--- src/rtl/core/bcm_entry_ram.sv ---
`default_nettype none
module bcm_entry_ram #(
  parameter int WIDTH = 64,
  parameter int DEPTH = 64
) (
  input  wire logic                     clk,
  input  wire logic                     we,
  input  wire logic [$clog2(DEPTH)-1:0] waddr,
  input  wire logic [WIDTH-1:0]         wdata,
  input  wire logic [$clog2(DEPTH)-1:0] raddr,
  output logic      [WIDTH-1:0]         rdata
);

  logic [WIDTH-1:0] mem [DEPTH];

  always_ff @(posedge clk) begin
    if (we) begin
      mem[waddr] <= wdata;
    end
    rdata <= mem[raddr];
  end

endmodule
`default_nettype wire

--- config.mk ---
export PLATFORM = sky130hd
export DESIGN_NAME = bcm_entry_ram
export DESIGN_NICKNAME = d
export VERILOG_FILES = /design/src/rtl/core/bcm_entry_ram.sv
export SDC_FILE = /design/constraint.sdc
export NUM_CORES = 2
export LEC_CHECK = 0
export ABC_CLOCK_PERIOD_IN_PS = 6500
export BUFFER_PORTS_ARGS = -buffer_cell sky130_fd_sc_hd__buf_2
export CAP_MARGIN = 5
export CORE_MARGIN = 8
export CORE_UTILIZATION = 26
export CTS_BUF_LIST = sky130_fd_sc_hd__clkbuf_4 sky130_fd_sc_hd__clkbuf_8
export DETAILED_ROUTE_END_ITERATION = 12
export PLACE_DENSITY_LB_ADDON = 0.3
export SYNTH_ARGS = -nofsm -noshare
export SYNTH_HDL_FRONTEND = slang
export SYNTH_SLANG_ARGS = --single-unit
--- constraint.sdc ---
create_clock -name clk -period 6.5 [get_ports clk]
set_input_delay 1.3 -clock clk [delete_from_list [all_inputs] [get_ports clk]]
set_output_delay 1.3 -clock clk [all_outputs]
set_load 0.005 [all_outputs]
==> flow_summary.yaml <==
cts:
  cts_tree: "yes"
  clk_pin_slew_ns: 0.06
  cts_buffer_depth: 4
  clock_sinks: 4160
  cts_resized: 0
  insertion_delay_ns: 1.24
  hold_buffers: 0
  cts_made_buffers: 663
  htreeDepth: 6
  cts_root_buf: "clkbuf_8"
  cts_setup_buffers: 0
timing:
  timing.final.crit_share: 0.5608
  fmax_mhz: 274.3
  tightest_slew_ns: 1.328
  slew_viol_final: 0
  period_minus_slack_ns: 3.645
  hold_viol: 0
  rsz0062_at_grt: "no"
  tns_ns: 0
  setup_viol: 0
  setup_slack_ns: 2.855
  fin_skew_ns: 0.05592
  slew_headroom: 0.1150
floorplanning:
  core-area_um2: 600900
  die_area_um2: 626400
  die_w_um: 791.5
  die_y_um: 791.5
  initial_utilization: 0.2602
  rows: 285
  ios: 142
worst_setup_path:
  cp_data_arrival_time_ns: 4.68
  path_cells: "buf_2 > and2_4 > buf_4 > a22oi_1 > and3_1 > a211oi_1"
  timing.rr.start: "mem[52][47]"
  cp.required_ns: 7.53
  start_kind: "input pin"
  critPathSlowestCell: "buf_4"
  rr_worst_depth: 5
  end_kind: "flip-flop"
  cp_slowest_stage_delay_ns: 0.87
  endpoint: "rdata[36]"
  r2r_setup_slack_ns: 4.31
  r2r-end: "rdata[47]"
  path_depth: 6
  cp-startpoint: "raddr[3]"
  critPathBufInv: 2
  cp_max_fo: 47
  critical-path-top-delay-family: "buffers and inverters"
  worstSetupPathType: "input pin to flip-flop"
logic_synthesis:
  synth_edf_count: 4096
  syn_area_um2: 156300
  ys.flop_type: "edfxtp_1"
  synth_seq_cells: 4160
  yosysWarnings: 0
  synth_area_leader_cell: "edfxtp_1"
  synthArstFlopShare: 0
  yosysSeqAreaShare: 0.7949
  synth_top_area_frac: 0.7867
  syn_nets: 6676
  synthTopCellsByArea: "edfxtp_1, mux4_2, mux2i_1"
  synth_cell_types: 33
  syn_avg_cell_area_um2: 23.70
  synth_cells: 6598
layout:
  post-route-util: 0.3024
  area_growth_pct: 16.22
  regArea_um2: 124300
  nets: 7314
  layout_common_cells: "edfxtp_1, mux4_2, clkbuf_8, clkbuf_4, a22oi_1"
  mostFrequentLayoutCell: "edfxtp_1"
  layout-drive-gt1-share: 0.3280
  multi_input_area_um2: 30790
  fin_area_um2: 181700
  nFillCells: 57630
power_and_ir_drop:
  combPwrFrac: 0.046
  pwr-share-seq: 0.547
  p_per_area_nw_per_um2: 300.8
  p_switching_uw: 12160
  total_leakage_power_uw: 0.05541
  internal_power_uw: 42490
  switching_share: 0.2225
  power_uw: 54650
  peakVddDrop_mv: 0.2269
  p_clk_frac: 0.407
global_routing:
  grt_max_degree: 106
  groute.usage.overall: 0.1452
  grt_pass1_wl_mm: 643.9
  grt.overflow.total: 0
  antenna_found_initial: 64
  grt_pass1_vias: 78250
detailed_routing:
  routed_via_density: 4.763
  firstDrtPassIters: 7
  num_vias: 75400
  postRouteAntennaNets: 0
  wl_per_cell_um: 29.65
  drt_first_iter_violations: 7237
  drc: 0
  wirelength_mm: 469.4
min_path:
  min-delay-start: "wdata[62]"
  hold_path.class: "input pin to flip-flop"
place:
  place_ws_ns: 1.496
  dpl-instance-area_um2: 168600
  place_congestion: 0.7224
  hpwl_mm: 242.0
  portBuffers: 141
run_status:
  status: "finished clean"
run:
  drv_cap: 0
[routing by layer]
metal | vias up | wire length, um | GRT usage
li1 | 29950 | - | -
met1 | 41870 | 191800 | 0.1896
met2 | 2848 | 236200 | 0.2510
met3 | 729 | 28830 | 0.02294
met4 | 10 | 12440 | 0.03940
met5 | - | 67 | 0
[worst min-delay path by stage]
stage / end / depth (start not counted)
5_1_grt: mem[53][62] / 2
4_1_cts: mem[5][22] / 1
6_report: mem[53][62] / 2
3_3_place_gp: rdata[42] / 4
3_5_place_dp: rdata[42] / 4
2_1_floorplan: rdata[61] / 4
[power groups by stage]
stage | Clock, uW | Combinational, uW | Sequential [uW]
after floorplan | 0 | 1380 | 30300
after global placement | 0 | 2550 | 30500
after detailed placement | 0 | 2590 | 30500
after CTS | 22800 | 2600 | 29900
after global routing | 23900 | 2710 | 29900
final | 22200 | 2530 | 29900
[kinds of logic (layout without fill, tap and decap cells)]
family | Yosys count | count (layout) | share of synthesized area
DFF | 4160 | 4160 | 0.7949
muxes | 1159 | 1159 | 0.1561
AOI/OAI and AO/OA | 504 | 504 | 0.02477
buffers and inverters | 389 | 1536 | 0.01180
and+or+nand+nor | 386 | 386 | 0.01240
other | 0 | 49 | 0
[final cells by class]
type | count | area share
sequential | 4160 | 0.6839
multi-input combinational | 2049 | 0.1695
tap | 8036 | 0.05533
inverter | 19 | 0.0003925
clock inverter | 234 | 0.008772
timing repair buffer | 343 | 0.01848
antenna | 49 | 0.0006748
clock buffer | 940 | 0.06294
[registers in the layout (all words and copies together), names as in the netlist]
signal,count
rdata,64
mem,4096
[per-stage QoR]
stage,hold slack [ns],std cells
detailed placement,0.8239,14610
finish,0.7904,15830
CTS,0.6386,15780
floorplan,0.7878,6598
global route,0.7272,15800
global placement,0.8282,14610
[Yosys cell counts (18+ instances only)]
master and count:
a31oi_1 18, mux4_2 1024, a211oi_1 63, a22o_1 88, a22oi_1 168, or2_2 28
and3_1 64, clkbuf_1 140, buf_1 20, mux2i_1 135, buf_4 34, a41oi_1 26
buf_2 170, edfxtp_1 4096, o221ai_1 38, nand3_1 45, or3_1 29, dfxtp_1 64
a2bb2oi_1 19, nand2_1 58, nor2b_1 28, nor2_1 112, inv_1 19, o22ai_1 83
Note: power is estimated with default switching activity, not from simulation.
